## config.mk

```make
export PLATFORM = sky130hd
export DESIGN_NAME = kfhs_front_flat
export DESIGN_NICKNAME = d
export VERILOG_FILES = /design/src/rtl/kfhs_pkg.sv /design/src/rtl/kfhs_if.sv /design/src/rtl/kfhs_front.sv /design/src/flat_wrapper.sv
export SDC_FILE = /design/constraint.sdc
export NUM_CORES = 1
export LEC_CHECK = 0
export ABC_CLOCK_PERIOD_IN_PS = 1000
export BUFFER_PORTS_ARGS = -buffer_cell sky130_fd_sc_hd__buf_2
export CORE_AREA = 2 2 563 565
export DETAILED_ROUTE_END_ITERATION = 6
export DIE_AREA = 0 0 565 567
export PLACE_DENSITY_LB_ADDON = 0.25
export SLEW_MARGIN = 40
export SYNTH_ARGS = -nofsm -noshare
export SYNTH_HDL_FRONTEND = slang
export SYNTH_SLANG_ARGS = --single-unit
export TNS_END_PERCENT = 1
```

## constraint.sdc

```tcl
create_clock -name vclk -period 1
set_input_delay 0 -clock vclk [all_inputs]
set_output_delay 0 -clock vclk [all_outputs]
set_load 0.05 [all_outputs]
```

## src/rtl/kfhs_pkg.sv

```systemverilog
`timescale 1ns / 1ps
package kfhs_pkg;

	typedef enum logic [2:0] {
		REG_KEY0      = 3'd0,
		REG_KEY1      = 3'd1,
		REG_KEY2      = 3'd2,
		REG_KEY3      = 3'd3,
		REG_RATIO     = 3'd4,
		REG_V4_MASK   = 3'd5,
		REG_V6_MASK_H = 3'd6,
		REG_V6_MASK_L = 3'd7
	} reg_idx_t;

	localparam logic [63:0] LEN_BITS_V4 = 64'd688;
	localparam logic [63:0] LEN_BITS_V6 = 64'd1312;
	localparam logic [63:0] LEN_BITS_OUTER = 64'd768;
	localparam logic [255:0] SHA_IV = {
		32'h6a09e667, 32'hbb67ae85, 32'h3c6ef372, 32'ha54ff53a,
		32'h510e527f, 32'h9b05688c, 32'h1f83d9ab, 32'h5be0cd19
	};
	localparam logic [24:0] RATIO_LIMIT = 25'h1000000;

	typedef struct packed {
		logic         v6;
		logic [1023:0] tail;
	} entry_t;

	typedef struct packed {
		logic         start;
		logic [255:0] init;
		logic [511:0] block;
	} sha_req_t;

	typedef struct packed {
		logic         done;
		logic [255:0] hash;
	} sha_rsp_t;

	function automatic logic [7:0] hex_char(input logic [3:0] n);
		logic [7:0] c;
		c = (n < 4'd10) ? (8'h30 + {4'h0, n}) : (8'h57 + {4'h0, n});
		return c;
	endfunction

endpackage

```

## src/rtl/kfhs_if.sv

```systemverilog
`timescale 1ns / 1ps
interface kfhs_in_if;
	logic        valid;
	logic        ready;
	logic        mode;
	logic [63:0] source_high;
	logic [63:0] source_low;
	logic [63:0] dest_high;
	logic [63:0] dest_low;
	logic [15:0] dest_port;

	modport source (output valid, mode, source_high, source_low, dest_high, dest_low,
		dest_port, input ready);
	modport sink (input valid, mode, source_high, source_low, dest_high, dest_low,
		dest_port, output ready);
endinterface


```

## src/rtl/kfhs_front.sv

```systemverilog
`timescale 1ns / 1ps
module kfhs_front (
	kfhs_in_if.sink          pkt,
	input  logic [31:0]      v4_mask,
	input  logic [63:0]      v6_mask_high,
	input  logic [63:0]      v6_mask_low,
	input  logic             full,
	output logic             push,
	output kfhs_pkg::entry_t wdata
);

	logic [127:0][7:0] tb;
	logic [31:0]       src4;
	logic [127:0]      src6;
	logic [127:0]      dst6;

	assign src4 = pkt.source_low[31:0] & v4_mask;
	assign src6 = {pkt.source_high & v6_mask_high, pkt.source_low & v6_mask_low};
	assign dst6 = {pkt.dest_high, pkt.dest_low};

	assign pkt.ready = !full;
	assign push = pkt.valid && !full;

	always_comb begin
		tb = '0;
		if (!pkt.mode) begin
			for (int i = 0; i < 8; i++) begin
				tb[127 - i] = kfhs_pkg::hex_char(src4[31 - 4 * i -: 4]);
				tb[118 - i] = kfhs_pkg::hex_char(pkt.dest_low[31 - 4 * i -: 4]);
				tb[64 + i] = kfhs_pkg::LEN_BITS_V4[8 * i +: 8];
			end
			tb[119] = 8'h20;
			tb[110] = 8'h20;
			for (int i = 0; i < 4; i++) begin
				tb[109 - i] = kfhs_pkg::hex_char(pkt.dest_port[15 - 4 * i -: 4]);
			end
			tb[105] = 8'h80;
		end else begin
			for (int i = 0; i < 16; i++) begin
				tb[127 - 3 * i] = kfhs_pkg::hex_char(src6[127 - 8 * i -: 4]);
				tb[126 - 3 * i] = kfhs_pkg::hex_char(src6[123 - 8 * i -: 4]);
				tb[125 - 3 * i] = 8'h20;
				tb[79 - 3 * i] = kfhs_pkg::hex_char(dst6[127 - 8 * i -: 4]);
				tb[78 - 3 * i] = kfhs_pkg::hex_char(dst6[123 - 8 * i -: 4]);
				tb[77 - 3 * i] = 8'h20;
			end
			for (int i = 0; i < 4; i++) begin
				tb[31 - i] = kfhs_pkg::hex_char(pkt.dest_port[15 - 4 * i -: 4]);
			end
			tb[27] = 8'h80;
			for (int i = 0; i < 8; i++) begin
				tb[i] = kfhs_pkg::LEN_BITS_V6[8 * i +: 8];
			end
		end
	end

	assign wdata.v6 = pkt.mode;
	assign wdata.tail = tb;

endmodule

```

## src/flat_wrapper.sv

```systemverilog
// flat-port wrapper written by rule: the top's interface ports become plain ports
module kfhs_front_flat 
  (v4_mask, v6_mask_high, v6_mask_low, full, push, wdata, pkt_valid, pkt_mode, pkt_source_high, pkt_source_low, pkt_dest_high, pkt_dest_low, pkt_dest_port, pkt_ready);
  kfhs_in_if pkt_i ();
  input  logic [31:0] v4_mask;
  input  logic [63:0] v6_mask_high;
  input  logic [63:0] v6_mask_low;
  input  logic full;
  output logic push;
  output kfhs_pkg::entry_t wdata;
  input wire logic [$bits(pkt_i.valid)-1:0] pkt_valid;
  input wire logic [$bits(pkt_i.mode)-1:0] pkt_mode;
  input wire logic [$bits(pkt_i.source_high)-1:0] pkt_source_high;
  input wire logic [$bits(pkt_i.source_low)-1:0] pkt_source_low;
  input wire logic [$bits(pkt_i.dest_high)-1:0] pkt_dest_high;
  input wire logic [$bits(pkt_i.dest_low)-1:0] pkt_dest_low;
  input wire logic [$bits(pkt_i.dest_port)-1:0] pkt_dest_port;
  output wire logic [$bits(pkt_i.ready)-1:0] pkt_ready;
  assign pkt_i.valid = pkt_valid;
  assign pkt_i.mode = pkt_mode;
  assign pkt_i.source_high = pkt_source_high;
  assign pkt_i.source_low = pkt_source_low;
  assign pkt_i.dest_high = pkt_dest_high;
  assign pkt_i.dest_low = pkt_dest_low;
  assign pkt_i.dest_port = pkt_dest_port;
  assign pkt_ready = pkt_i.ready;
  kfhs_front u_core (.pkt(pkt_i), .v4_mask(v4_mask), .v6_mask_high(v6_mask_high), .v6_mask_low(v6_mask_low), .full(full), .push(push), .wdata(wdata));
endmodule
```

## Yosys cells after proc, flatten, opt, wreduce, memory -nomap -nowiden

Index checks and enable logic that the tools add are counted.

| operators by class | value |
|---|---|
| add/subtract/negate cells | 152 |
| multipliers | 0 |
| div/mod/pow operators | 0 |
| order comparisons | 76 |
| equal/unequal tests | 0 |
| shift-type cells | 0 |
| mux-type cells | 81 |
| bitwise gates (word level) | 3 |
| reduce and logical (&&, ||, !) cells | 2 |

Operators with widths:

| cell | number |
|---|---|
| 7-bit by 4-bit adder with 8-bit output (first input constant) | 76 |
| 8-bit two-way mux | 76 |
| 6-bit by 4-bit adder with 7-bit output (first input constant) | 76 |
| 4-bit less-than comparator (second input constant) | 76 |
| 296-bit two-way mux | 1 |
| 262-bit two-way mux | 1 |
| 184-bit two-way mux | 1 |
| 64-bit bitwise AND | 2 |
| 62-bit two-way mux | 1 |
| 32-bit bitwise AND | 1 |
| 11-bit two-way mux | 1 |
| 1-bit logical AND | 1 |
| 1-bit zero test | 1 |

| word-level totals | value |
|---|---|
| register bits after elaboration | 0 |
| latch bits | 0 |
| memory bits (writable) | 0 |
| ROM bits | 0 |
| output and inout port bits | 1,027 |
| memories kept | 0 |

## Logic depth before layout (Yosys ltp)

| logic depth | value |
|---|---|
| word-level depth | 4 |
| mapped depth | 6 |
| mapped depth without buffers | 6 |

## Least setup slack after synthesis

No wires, ideal clock.

| timing path | value |
|---|---|
| path kind | in2out |
| start point | in pkt_mode |
| end point | out wdata[516] (netlist name) |
| data arrival time | 1.781 ns |
| data required time | 1.000 ns |
| slack | -0.781 ns |
| stages | 5 |
| cell sequence | buf_6 > buf_4 > nand2_1 > nor2_1 > o21ai_0 |

RTL lines:

| element | RTL line | text |
|---|---|---|
| start: declaration | flat_wrapper.sv:12 | `input wire logic [$bits(pkt_i.mode)-1:0] pkt_mode;` |
| end: declaration | flat_wrapper.sv:10 | `output kfhs_pkg::entry_t wdata;` |

==> results.ini <==
[setup_path]
critical_path_required_ps = 1000
worstSetupPathType = primary input to output pin
endpoint_kind = output pin
arrival_ps = 1320
critPathLaunchType = primary input
cp_max_fo = 9

[die]
boundaryPins = 1462
start_util = 0.03919
rows = 206
die-area_um2 = 320400
die_w_um = 565
core_um2 = 313900
die_h_um = 567

[grt]
gr-usage-met1 = 0.1040
overflow = 0
met3_usage = 0.02182
grt_max_degree = 35
grt_pass1_wl_um = 170700
antenna_found_initial = 74
grt_usage = 0.07908
grt_pass1_vias = 17310
gr-max-usage-layer = met2
grt_util_met2 = 0.1300

[synth]
synthMuxAreaShare = 0.02766
ys_warn_count = 0
synth.avg_cell_area_um2 = 5.992
syn_area_um2 = 12300
yosysSeqAreaShare = 0
synth_cell_types = 41
synth_top_family_by_area = buffers and inverters
synthAdderAreaFrac = 0.05797
synth_xor_xnor_area_share = 0.05624
synth_compound_area_frac = 0.1797
synth_cells = 2053
yosys.area_share.simple = 0.2863

[pwr]
p_leak_nw = 14.34
finalPower_mw = 22.99
power.density_nw_per_um2 = 693.3
ir_drop_uv = 294.4

[cells_and_area]
nNetsFinal = 4030
seqCellArea_um2 = 0
seq_cells = 0
clkbuf_count = 0
fin_cells = 7714
syn2layout_area_growth_pct = 169.6
drive_above_1_share = 0.6052
layout_commonest_cell = buf_4
mostFrequentLayoutCells = 626 x buf_4, 516 x buf_2, 502 x conb_1, 319 x buf_12, 218 x nand2_1
fillers = 36610
fin_area_um2 = 33170

[placement]
gp_congestion = 0.8954
port_buffers = 960
place_hpwl_um = 125800
placedCellCount = 7685
placed_area_um2 = 29640

[route]
drtIter0Drc = 817
post_drt_wl_per_cell_um = 17.53
drtAntennaViolNets = 0
num_vias = 18670
drt_wl_total_um = 135300
avgViaCountPerCell = 2.420
dr.pass1.iters = 5
drc_errors = 0

[run]
max_cap_viol_count = 0

[sta]
rsz0062_at_grt = yes
setup_slack_ps = -323.0
min_period_over_period = 1.323
layout_min_cycle_time_ps = 1323
setup_tns_ps = -41060
finalSetupViolCount = 360
final_hold_viol_count = 0
whs_ps = 314.7
fmax_mhz = 755.9
final_max_slew_viol_count = 0

[status]
violations = negative setup slack
status = finished, violations left

[min_path]
hold_class = primary input to output pin

report_power, final:
part           leakage, nW  internal (mW)  switching, mW
Sequential               0              0              0
Combinational         14.3           7.75           15.2
Clock             0.000114     0.00000246              0
Total                 14.3           7.75           15.2
per-layer routing:
layer,vias to the layer above,share of wire
met5,-,0.00040
met4,8,0.018
met3,94,0.088
met2,1057,0.46
met1,8740,0.44
li1,8769,-
cell usage after synthesis, types with 20 or more instances:
master      n  area [µm²]
ha_1       57       713.2
inv_1      80       300.3
a211oi_1   47       352.8
nand2_1   295        1107
mux2i_1    34       340.3
buf_4     539        4046
nor3_2     23       230.2
xor2_1     36       315.3
nand4_1    34       212.7
nor3_1     37       185.2
xnor2_1    43       376.6
clkbuf_1   64       240.2
nor2_1    241       904.6
a31oi_1    20       125.1
a21oi_1   183       915.9
buf_2      34       170.2
o21ai_0    71       355.3
o21bai_1   23       172.7
nand3_1    48       240.2
and2_1     22       137.6
or3_1      25       156.4
timing repair:
action,4_1_cts,5_1_grt
pin swaps,42,32
hold buffers,0,0
endpoints found under the setup margin,453,434
resized for setup,612,277
buffers inserted,6,2
cloned,5,1
path summary, 6_finish.rpt:
kind  cells past startpoint     start          to
min                       3      full   pkt_ready
max                       7  pkt_mode  wdata[988]
cell families after synthesis:
kind of cell,count (synthesis)
xor+xnor,79
other cells,2
simple gates,772
mux,34
buf+inv,724
compound gates,385
fa+ha+maj,57
layout make-up:
class	instances	area [µm²]	share of cell area
Tap cell	4160	5205	0.1569
Multi-Input combinational cell	1829	11890	0.3585
Antenna cell	18	45.04	0.001358
Timing Repair Buffer	1626	15700	0.4735
Inverter	81	322.8	0.009733
worst max-delay path: stages:
cell and delay, ps:
buf_12 120, buf_12 150, buf_4 160, or3_4 410, a21oi_2 140, a31oi_2 80, clkbuf_16 220
metrics by stage:
stage | worst slack [ps] | util
final | -323.0 | 0.1057
after global routing | -340.4 | 0.1055
after CTS | -332.2 | 0.1020
after detailed placement | -642.9 | 0.09441
after global placement | -815.5 | 0.09439
after floorplan | -351.7 | -
No activity file was read; power rests on OpenSTA's default activity.
